==> config.mk <==
export PLATFORM = sky130hd
export DESIGN_NAME = echo_time_average_to_distance
export DESIGN_NICKNAME = d
export VERILOG_FILES = /design/src/sv/etad_pkg.sv /design/src/sv/echo_time_average_to_distance.sv /design/src/sv/etad_div.sv /design/src/sv/etad_dp.sv /design/src/sv/etad_ctrl.sv
export SDC_FILE = /design/constraint.sdc
export NUM_CORES = 2
export LEC_CHECK = 0
export BUFFER_PORTS_ARGS = -buffer_cell sky130_fd_sc_hd__buf_2
export CORE_UTILIZATION = 44
export CTS_BUF_LIST = sky130_fd_sc_hd__clkbuf_8 sky130_fd_sc_hd__clkbuf_16
export CTS_CLUSTER_SIZE = 10
export DETAILED_ROUTE_END_ITERATION = 7
export HOLD_SLACK_MARGIN = 0.12
export SYNTH_ARGS = -nofsm -noshare
export SYNTH_HDL_FRONTEND = slang
export SYNTH_SLANG_ARGS = --single-unit
==> constraint.sdc <==
create_clock -name i_clk -period 16.4 [get_ports i_clk]
set_input_delay 1.64 -clock i_clk [delete_from_list [all_inputs] [get_ports i_clk]]
set_output_delay 1.64 -clock i_clk [all_outputs]
set_load 0.05 [all_outputs]
==> src/sv/etad_pkg.sv <==
// Shared types and constants for the echo time averaging distance block.
// Used by the top, datapath and controller; depends on nothing else.
`timescale 1ns / 1ps

package etad_pkg;

    // Field and register widths.
    localparam int ECHO_W     = 32;
    localparam int WIN_REG_W  = 5;
    localparam int SPEED_W    = 10;
    localparam int DIST_W     = 21;
    localparam int PROD_W     = ECHO_W + SPEED_W;
    localparam int CFG_IDX_W  = 1;
    localparam int CFG_DATA_W = 10;

    // Default history depth.
    localparam int MAX_WINDOW_DEF = 16;

    // Register reset values.
    localparam logic [WIN_REG_W-1:0] WINDOW_RESET = WIN_REG_W'(5);
    localparam logic [SPEED_W-1:0]   SPEED_RESET  = SPEED_W'(343);

    // Register indexes on the configuration port.
    localparam logic [CFG_IDX_W-1:0] REG_WINDOW_LENGTH = 1'b0;
    localparam logic [CFG_IDX_W-1:0] REG_SOUND_SPEED   = 1'b1;

    // The scale divisor 4000000 is 2^8 * 15625. The product is shifted right by 8,
    // then multiplied by ceil(2^47 / 15625), taken as two 17-bit halves. Bits 47 and
    // up of that product are the exact quotient by 15625 for any 34-bit value.
    localparam int SCALE_SHIFT  = 8;
    localparam int SCALED_W     = PROD_W - SCALE_SHIFT;
    localparam int RECIP_PART_W = 17;
    localparam int RECIP_SHIFT  = 47;
    localparam logic [RECIP_PART_W-1:0] RECIP_LO = RECIP_PART_W'(62487);
    localparam logic [RECIP_PART_W-1:0] RECIP_HI = RECIP_PART_W'(68719);

    // Commands from the controller to the datapath.
    typedef struct packed {
        logic load;       // accept an item: store it, restart the sum
        logic rd;         // read the next history entry
        logic div_start;  // start the divide of the sum by the window
        logic avg_load;   // capture the average
        logic mul;        // capture average times speed
        logic scl_lo;     // scaling: product times the low reciprocal half
        logic scl_hi;     // scaling: add product times the high reciprocal half
        logic out_load;   // capture the distance into the output register
    } t_dp_cmd;

    // Status from the datapath to the controller.
    typedef struct packed {
        logic rd_end;     // all window entries have been read
        logic div_done;   // divider quotient is ready
    } t_dp_sts;

endpackage

==> src/sv/echo_time_average_to_distance.sv <==
// An item passes through the window read, the serial divide by the effective window,
// the multiply by the speed and the scaling before its result is valid.
// Throughput: one item at a time; the next item is taken in the cycle after the result
// enters the output register, and that load waits while a previous result is pending.
// The window read and the serial divide set the item rate.
// Reset: synchronous, active low; empties history and pointer, presets the two registers.
`timescale 1ns / 1ps

module echo_time_average_to_distance #(
    parameter int MAX_WINDOW = etad_pkg::MAX_WINDOW_DEF
) (
    input  logic                            i_clk,
    input  logic                            i_rst_n,
    input  logic                            i_cfg_we,
    input  logic [etad_pkg::CFG_IDX_W-1:0]  i_cfg_idx,
    input  logic [etad_pkg::CFG_DATA_W-1:0] i_cfg_data,
    input  logic                            i_in_valid,
    output logic                            o_in_ready,
    input  logic [etad_pkg::ECHO_W-1:0]     i_echo_cycles,
    output logic                            o_out_valid,
    input  logic                            i_out_ready,
    output logic [etad_pkg::DIST_W-1:0]     o_distance_cm
);

    etad_pkg::t_dp_cmd w_cmd;
    etad_pkg::t_dp_sts w_sts;

    // Sequencer.
    etad_ctrl u_ctrl (
        .i_clk       (i_clk),
        .i_rst_n     (i_rst_n),
        .i_in_valid  (i_in_valid),
        .o_in_ready  (o_in_ready),
        .o_out_valid (o_out_valid),
        .i_out_ready (i_out_ready),
        .i_sts       (w_sts),
        .o_cmd       (w_cmd)
    );

    // Arithmetic and storage.
    etad_dp #(
        .MAX_WINDOW (MAX_WINDOW)
    ) u_dp (
        .i_clk         (i_clk),
        .i_rst_n       (i_rst_n),
        .i_cfg_we      (i_cfg_we),
        .i_cfg_idx     (i_cfg_idx),
        .i_cfg_data    (i_cfg_data),
        .i_echo_cycles (i_echo_cycles),
        .i_cmd         (w_cmd),
        .o_sts         (w_sts),
        .o_distance_cm (o_distance_cm)
    );

    // A sample is stored only on an accepted item.
    a_load_on_accept: assert property (@(posedge i_clk) disable iff (!i_rst_n)
        w_cmd.load |-> (i_in_valid && o_in_ready))
        else $error("history written without an accepted item");

    // Only one item is in work at a time.
    a_one_item: assert property (@(posedge i_clk) disable iff (!i_rst_n)
        (i_in_valid && o_in_ready) |=> !o_in_ready)
        else $error("second item accepted while one is in work");

    // A pending result is never overwritten.
    a_no_overwrite: assert property (@(posedge i_clk) disable iff (!i_rst_n)
        w_cmd.out_load |-> (!o_out_valid || i_out_ready))
        else $error("output register loaded while a result waits");

    // A result appears only after the output register was loaded.
    a_out_source: assert property (@(posedge i_clk) disable iff (!i_rst_n)
        $rose(o_out_valid) |-> $past(w_cmd.out_load))
        else $error("result valid without an output load");

endmodule

==> src/sv/etad_div.sv <==
// Restoring divider, one quotient bit per cycle.
// Uses no package items; instantiated by the datapath.
`timescale 1ns / 1ps

module etad_div #(
    parameter int DIVIDEND_W = 36,
    parameter int DIVISOR_W  = 14
) (
    input  logic                  i_clk,
    input  logic                  i_rst_n,
    input  logic                  i_start,
    input  logic [DIVIDEND_W-1:0] i_dividend,
    input  logic [DIVISOR_W-1:0]  i_divisor,
    output logic                  o_done,
    output logic [DIVIDEND_W-1:0] o_quotient
);

    localparam int CNT_W = (DIVIDEND_W > 1) ? $clog2(DIVIDEND_W) : 1;

    logic                  r_busy;
    logic                  r_done;
    logic [CNT_W-1:0]      r_cnt;
    logic [DIVISOR_W-1:0]  r_rem;
    logic [DIVISOR_W-1:0]  r_dvs;
    logic [DIVIDEND_W-1:0] r_quo;

    logic [DIVISOR_W:0]    w_shift;
    logic [DIVISOR_W:0]    w_diff;
    logic                  w_ge;

    // One trial subtraction of the divisor from the shifted remainder.
    assign w_shift = {r_rem, r_quo[DIVIDEND_W-1]};
    assign w_diff  = w_shift - {1'b0, r_dvs};
    assign w_ge    = (w_shift >= {1'b0, r_dvs});

    // Step counter and done flag.
    always_ff @(posedge i_clk) begin
        if (!i_rst_n) begin
            r_busy <= 1'b0;
            r_done <= 1'b0;
            r_cnt  <= '0;
        end else begin
            r_done <= 1'b0;
            if (i_start) begin
                r_busy <= 1'b1;
                r_cnt  <= CNT_W'(DIVIDEND_W - 1);
            end else if (r_busy) begin
                if (r_cnt == '0) begin
                    r_busy <= 1'b0;
                    r_done <= 1'b1;
                end else begin
                    r_cnt <= r_cnt - 1'b1;
                end
            end
        end
    end

    // Remainder and quotient; the quotient register shifts the dividend out.
    always_ff @(posedge i_clk) begin
        if (i_start) begin
            r_rem <= '0;
            r_dvs <= i_divisor;
            r_quo <= i_dividend;
        end else if (r_busy) begin
            r_rem <= w_ge ? w_diff[DIVISOR_W-1:0] : w_shift[DIVISOR_W-1:0];
            r_quo <= {r_quo[DIVIDEND_W-2:0], w_ge};
        end
    end

    assign o_done     = r_done;
    assign o_quotient = r_quo;

endmodule

==> src/sv/etad_dp.sv <==
// Datapath: configuration registers, sample history, sum, divider, multiply, scaling, output.
// Depends on etad_pkg and etad_div.
`timescale 1ns / 1ps

module etad_dp #(
    parameter int MAX_WINDOW = etad_pkg::MAX_WINDOW_DEF
) (
    input  logic                             i_clk,
    input  logic                             i_rst_n,
    input  logic                             i_cfg_we,
    input  logic [etad_pkg::CFG_IDX_W-1:0]   i_cfg_idx,
    input  logic [etad_pkg::CFG_DATA_W-1:0]  i_cfg_data,
    input  logic [etad_pkg::ECHO_W-1:0]      i_echo_cycles,
    input  etad_pkg::t_dp_cmd                i_cmd,
    output etad_pkg::t_dp_sts                o_sts,
    output logic [etad_pkg::DIST_W-1:0]      o_distance_cm
);

    localparam int ECHO_W = etad_pkg::ECHO_W;
    localparam int WREG_W = etad_pkg::WIN_REG_W;
    localparam int IDX_W  = (MAX_WINDOW > 1) ? $clog2(MAX_WINDOW) : 1;
    localparam int CNT_W  = $clog2(MAX_WINDOW + 1);
    localparam int EXT_W  = (WREG_W > CNT_W) ? WREG_W : CNT_W;
    localparam int SUM_W  = ECHO_W + IDX_W;
    localparam int SCL_W  = etad_pkg::SCALED_W;
    localparam int RCP_W  = etad_pkg::RECIP_PART_W;
    localparam int PP_W   = SCL_W + RCP_W;
    localparam int ACC_W  = SCL_W + 2 * RCP_W;

    logic [WREG_W-1:0]             r_win_len;
    logic [etad_pkg::SPEED_W-1:0]  r_speed;
    logic [IDX_W-1:0]              r_wp;
    logic [MAX_WINDOW-1:0]         r_valid;
    logic [ECHO_W-1:0]             r_mem [MAX_WINDOW];
    logic [ECHO_W-1:0]             r_rd_data;
    logic                          r_rd_vld;
    logic                          r_rd_live;
    logic [CNT_W-1:0]              r_rd_addr;
    logic [SUM_W-1:0]              r_sum;
    logic [ECHO_W-1:0]             r_avg;
    logic [etad_pkg::PROD_W-1:0]   r_prod;
    logic [ACC_W-1:0]              r_acc;
    logic [etad_pkg::DIST_W-1:0]   r_dist;

    logic [EXT_W-1:0]              w_len_ext;
    logic [CNT_W-1:0]              w_eff;
    logic [IDX_W-1:0]              w_wp;
    logic [CNT_W-1:0]              w_wp_inc;
    logic [IDX_W-1:0]              w_wp_next;
    logic [etad_pkg::PROD_W-1:0]   w_prod;
    logic [SUM_W-1:0]              w_quo;
    logic                          w_div_done;
    logic [SCL_W-1:0]              w_scaled;
    logic [RCP_W-1:0]              w_rcp_part;
    logic [PP_W-1:0]               w_pp;

    // Effective window: zero acts as one, values above the depth saturate.
    assign w_len_ext = EXT_W'(r_win_len);
    always_comb begin
        if (w_len_ext == '0) begin
            w_eff = CNT_W'(1);
        end else if (w_len_ext > EXT_W'(MAX_WINDOW)) begin
            w_eff = CNT_W'(MAX_WINDOW);
        end else begin
            w_eff = CNT_W'(w_len_ext);
        end
    end

    // Write slot for the new sample and the pointer after it.
    assign w_wp      = (CNT_W'(r_wp) >= w_eff) ? '0 : r_wp;
    assign w_wp_inc  = CNT_W'(w_wp) + 1'b1;
    assign w_wp_next = (w_wp_inc >= w_eff) ? '0 : w_wp_inc[IDX_W-1:0];

    // Configuration registers, write pointer and entry valid bits.
    always_ff @(posedge i_clk) begin
        if (!i_rst_n) begin
            r_win_len <= etad_pkg::WINDOW_RESET;
            r_speed   <= etad_pkg::SPEED_RESET;
            r_wp      <= '0;
            r_valid   <= '0;
        end else if (i_cfg_we) begin
            unique case (i_cfg_idx)
                etad_pkg::REG_WINDOW_LENGTH: begin
                    r_win_len <= i_cfg_data[WREG_W-1:0];
                    r_wp      <= '0;
                    r_valid   <= '0;
                end
                etad_pkg::REG_SOUND_SPEED: begin
                    r_speed <= i_cfg_data[etad_pkg::SPEED_W-1:0];
                end
            endcase
        end else if (i_cmd.load) begin
            r_valid[w_wp] <= 1'b1;
            r_wp          <= w_wp_next;
        end
    end

    // History memory with registered read; entries never written are flagged invalid.
    always_ff @(posedge i_clk) begin
        if (i_cmd.load) begin
            r_mem[w_wp] <= i_echo_cycles;
        end
        r_rd_data <= r_mem[r_rd_addr[IDX_W-1:0]];
        r_rd_vld  <= r_valid[r_rd_addr[IDX_W-1:0]];
    end

    // Read address sweep over the window.
    always_ff @(posedge i_clk) begin
        if (!i_rst_n) begin
            r_rd_addr <= '0;
            r_rd_live <= 1'b0;
        end else begin
            r_rd_live <= i_cmd.rd;
            if (i_cmd.load) begin
                r_rd_addr <= '0;
            end else if (i_cmd.rd) begin
                r_rd_addr <= r_rd_addr + 1'b1;
            end
        end
    end

    // Running sum of the valid entries read back.
    always_ff @(posedge i_clk) begin
        if (i_cmd.load) begin
            r_sum <= '0;
        end else if (r_rd_live && r_rd_vld) begin
            r_sum <= r_sum + SUM_W'(r_rd_data);
        end
    end

    // Serial divider for the sum by the window length.
    etad_div #(
        .DIVIDEND_W (SUM_W),
        .DIVISOR_W  (CNT_W)
    ) u_div (
        .i_clk      (i_clk),
        .i_rst_n    (i_rst_n),
        .i_start    (i_cmd.div_start),
        .i_dividend (r_sum),
        .i_divisor  (w_eff),
        .o_done     (w_div_done),
        .o_quotient (w_quo)
    );

    // Average times speed.
    assign w_prod = etad_pkg::PROD_W'(r_avg) * etad_pkg::PROD_W'(r_speed);

    // Scaling by the reciprocal of 15625, one half of the reciprocal per cycle.
    assign w_scaled   = r_prod[etad_pkg::PROD_W-1:etad_pkg::SCALE_SHIFT];
    assign w_rcp_part = i_cmd.scl_hi ? etad_pkg::RECIP_HI : etad_pkg::RECIP_LO;
    assign w_pp       = PP_W'(w_scaled) * PP_W'(w_rcp_part);

    // Average, product, scaling accumulator and output register.
    always_ff @(posedge i_clk) begin
        if (i_cmd.avg_load) begin
            r_avg <= w_quo[ECHO_W-1:0];
        end
        if (i_cmd.mul) begin
            r_prod <= w_prod;
        end
        if (i_cmd.scl_lo) begin
            r_acc <= ACC_W'(w_pp);
        end else if (i_cmd.scl_hi) begin
            r_acc <= r_acc + {w_pp, RCP_W'(0)};
        end
        if (i_cmd.out_load) begin
            r_dist <= r_acc[etad_pkg::RECIP_SHIFT +: etad_pkg::DIST_W];
        end
    end

    assign o_sts.rd_end   = (r_rd_addr == w_eff);
    assign o_sts.div_done = w_div_done;
    assign o_distance_cm  = r_dist;

endmodule

==> src/sv/etad_ctrl.sv <==
// Controller state machine: sequences read, sum, divide, multiply, scale, output.
// Depends on etad_pkg for the command and status structs.
`timescale 1ns / 1ps

module etad_ctrl (
    input  logic               i_clk,
    input  logic               i_rst_n,
    input  logic               i_in_valid,
    output logic               o_in_ready,
    output logic               o_out_valid,
    input  logic               i_out_ready,
    input  etad_pkg::t_dp_sts  i_sts,
    output etad_pkg::t_dp_cmd  o_cmd
);

    localparam logic [2:0] S_IDLE = 3'd0;
    localparam logic [2:0] S_SUM  = 3'd1;
    localparam logic [2:0] S_DST1 = 3'd2;
    localparam logic [2:0] S_DIV1 = 3'd3;
    localparam logic [2:0] S_MUL  = 3'd4;
    localparam logic [2:0] S_SCL1 = 3'd5;
    localparam logic [2:0] S_SCL2 = 3'd6;
    localparam logic [2:0] S_OUT  = 3'd7;

    logic [2:0] r_state;
    logic [2:0] n_state;
    logic       r_out_valid;
    logic       w_out_free;

    assign w_out_free = !r_out_valid || i_out_ready;

    // Next state and commands.
    always_comb begin
        n_state = r_state;
        o_cmd   = '0;
        unique case (r_state)
            S_IDLE: begin
                if (i_in_valid) begin
                    o_cmd.load = 1'b1;
                    n_state    = S_SUM;
                end
            end
            S_SUM: begin
                if (i_sts.rd_end) begin
                    n_state = S_DST1;
                end else begin
                    o_cmd.rd = 1'b1;
                end
            end
            S_DST1: begin
                o_cmd.div_start = 1'b1;
                n_state         = S_DIV1;
            end
            S_DIV1: begin
                if (i_sts.div_done) begin
                    o_cmd.avg_load = 1'b1;
                    n_state        = S_MUL;
                end
            end
            S_MUL: begin
                o_cmd.mul = 1'b1;
                n_state   = S_SCL1;
            end
            S_SCL1: begin
                o_cmd.scl_lo = 1'b1;
                n_state      = S_SCL2;
            end
            S_SCL2: begin
                o_cmd.scl_hi = 1'b1;
                n_state      = S_OUT;
            end
            S_OUT: begin
                if (w_out_free) begin
                    o_cmd.out_load = 1'b1;
                    n_state        = S_IDLE;
                end
            end
            default: begin
                n_state = S_IDLE;
            end
        endcase
    end

    // State and output valid registers.
    always_ff @(posedge i_clk) begin
        if (!i_rst_n) begin
            r_state     <= S_IDLE;
            r_out_valid <= 1'b0;
        end else begin
            r_state <= n_state;
            if (o_cmd.out_load) begin
                r_out_valid <= 1'b1;
            end else if (i_out_ready) begin
                r_out_valid <= 1'b0;
            end
        end
    end

    assign o_in_ready  = (r_state == S_IDLE);
    assign o_out_valid = r_out_valid;

endmodule
==> run_results.csv <==
group,metric,value,unit
floorplanning,die_h,365,um
routing,vias,36100,
power,power.density,98.9,mW/mm2
cells_and_area,area.sequential,0.0231,mm2
setup_path,critical_path_class,"register to register",
cells_and_area,fillers,11700,
setup_path,required,16990,ps
timing,rsz0062_at_grt,"no",
power,p_leak,27.0,nW
timing,setup_ws,5960,ps
timing,maxSlewHeadroom,19.4,%
synth,syn_area_per_cell,11.6,um2
routing,firstDrtPassIters,5,
timing,fmax,95.8,MHz
power,vdd_drop_max,0.000117,V
setup_path,worstReg2RegStart,"u_ctrl.r_state[2]$_SDFFE_PN0P_",
synth,synth_top_area_share,35.0,%
cts,clk_pin_slew_worst_paths,60,ps
routing,ant_nets,0,
floorplanning,coreArea,0.130,mm2
setup_path,start_kind,"register",
cells_and_area,final_nets,6014,
cells_and_area,final_util,48.6,%
cts,cts_max_level,3,
placed_design,place.gp.congestion,0.912,
routing,drt_iter0_drc,2550,
floorplanning,std_cell_rows,132,
synth,yosysMostFrequentCell,"inv_1",
global_routing,antenna_found_initial,15,
setup_path,cp-startpoint,"u_ctrl.r_state[2]$_SDFFE_PN0P_",
routing,viasPerCell,5.29,
placed_design,preCtsSetupSlack,6220,ps
synth,synth_cell_types,80,
setup_path,worstPathMaxFanout,71,
timing,fin_setup_tns,0,ps
routing,wl_per_cell,20.1,um
global_routing,grt_usage,21.0,%
setup_path,critical-path-max-stage-delay,660,ps
synth,synthCells,4971,
synth,synth_top_area_cell,"edfxtp_1",
synth,yosys-top-cells-area,"edfxtp_1 (35%), fa_1 (19%), ha_1 (9.2%)",
global_routing,first_global_vias,37100,
synth,synth-seq-cells,818,
cells_and_area,layout-area-overhead-vs-synth,9.18,%
timing,setup_viol,0,
cells_and_area,fin_cells,6828,
cts,ctsRootBufferMaster,"clkbuf_16",
floorplanning,initial_core_util,44.5,%
min_path,hp-class,"register to register",
floorplanning,dieArea,0.133,mm2
cts,cts_tree,"done",
global_routing,grt_pass1_wl,214000,um
setup_path,arrival,11030,ps
timing,worstMarginPinSlew,1200,ps
synth,yosys-top-cells-count,"inv_1 (820), edfxtp_1 (674), nand2_1 (602)",
timing,min_period,10440,ps
setup_path,cp_top_family,"adder cells",
outcome,outcome,"finished clean",
setup_path,crit_buf_inv,4,
flow_run,cap_violations,0,
routing,wl,137000,um
cts,clock-sinks,818,
min_path,min_from,"u_dp.u_div.o_quotient[3]$_DFFE_PP_",
timing,period_share,63.7,%
synth,ys_warn_count,0,
synth,synth_area,0.0578,mm2
floorplanning,die_w,365,um
synth,synthArstFlopShare,0,%
cells_and_area,drive_above_1_share,9.30,%
placed_design,hpwl,99000,um
timing,finalHoldViolCount,0,
cells_and_area,multi_input_comb_area,0.0311,mm2
synth,synth_ff_type,"edfxtp_1",
setup_path,critPathSlowestCell,"a2111oi_1",
global_routing,overflow,0,
cts,cts_buffer_depth,3,
synth,synth_edf_count,674,
cts,clock_latency,730,ps
cts,postCtsSetupRepairBufs,0,
routing,drc,0,
synth,yosysSeqAreaShare,40.0,%
placed_design,dp_cells,6645,
cts,post_cts_resized,0,
setup_path,end_kind,"register",
floorplanning,io_pins,71,
cts,cts_buffers,96,
timing,finClkSkew,63.1,ps
timing,final_max_slew_viol_count,0,
cts,ctsHoldBuffers,0,
placed_design,io_buffers,70,
global_routing,grt_max_degree,95,
[stage by stage]
stage	hold WS, ps	power, W	area [um2]
3_5_place_dp	436	0.00432	60200
6_report	416	0.00624	63100
4_1_cts	404	0.00631	63100
3_3_place_gp	435	0.00431	60200
5_1_grt	418	0.00661	63100
2_1_floorplan	426	0.00388	57800
[kinds of logic after synthesis]
kind of cell,share of synthesized area [%]
XOR/XNOR,2.50
flip-flops,40.0
adder cells (fa/ha/maj),27.9
AO/OA/AOI/OAI,6.99
other,0.00648
buffers and inverters,6.55
AND/OR/NAND/NOR,9.43
multiplexers,6.68
[power breakdown]
part           internal (W)  switching (W)  total [W]
clock network       0.00109       0.000873    0.00197
registers           0.00239      0.0000461    0.00243
logic              0.000801        0.00104    0.00184
[layout by cell type, fill, tap and decap left out, types with 21 or more instances in the layout]
master,netlist,final
nand2_1,602,602
mux4_2,165,165
and2_1,140,140
dfxtp_1,144,138
clkbuf_16,0,96
xor2_1,51,51
fa_1,538,538
nor2_1,217,199
a211oi_1,27,27
xnor2_1,114,114
a21oi_1,202,202
a31oi_1,32,32
ha_1,427,427
edfxtp_1,674,674
nor2b_1,30,30
nor3_1,39,38
nand2b_1,28,28
buf_4,0,46
nand3_1,43,43
buf_2,1,70
nand4_1,21,21
inv_1,820,886
o21ai_0,115,115
a21o_1,110,110
[flip-flops by register name, summed over array words and instances (netlist names), 6 cells and up]
signal	count
u_dp.r_prod	34
u_dp.r_mem	512
u_dp.r_speed	10
u_dp.r_sum	36
u_dp.u_div.o_quotient	36
u_dp.u_div.r_cnt	6
u_dp.o_distance_cm	21
u_dp.r_avg	32
u_dp.r_valid	16
u_dp.r_rd_data	32
u_dp.r_acc	51
[routing by layer]
metal	wire (um)	share of wire, %	GRT usage [%]	vias up
met3	7320	5.3	3.20	198
met4	3040	2.2	5.58	14
met2	65900	48	34.8	792
met1	60800	44	28.8	18300
li1	-	-	-	16800
met5	85	0.062	0	-
[final timing paths]
path         depth (start not counted)  slack, ps                          end
max                                 34       5960  u_dp.r_acc[67]$_SDFFE_PP0N_
min                                  0        420      u_dp.r_avg[3]$_DFFE_PP_
max reg2reg                         34       5960  u_dp.r_acc[67]$_SDFFE_PP0N_
min reg2reg                          0        420      u_dp.r_avg[3]$_DFFE_PP_
[cell type report]
class	count	area share, %
Multi-Input combinational cell	3146	49.2
Sequential cell	818	36.6
Inverter	822	4.89
Clock buffer	98	3.85
Tap cell	1742	3.45
Timing Repair Buffer	117	1.13
Clock inverter	83	0.814
Antenna cell	2	0.00793
[worst reg2reg max path: cells and delay by family (launching register included)]
family	cells	cell delay (ps)
AOI/OAI and AO/OA	11	3040
xor gates and xnor gates	2	630
adders and majority gates	8	3360
buffers and inverters	4	1140
DFF	1	550
muxes	1	120
and+or+nand+nor	8	1490
(Power assumes the default switching activity.)
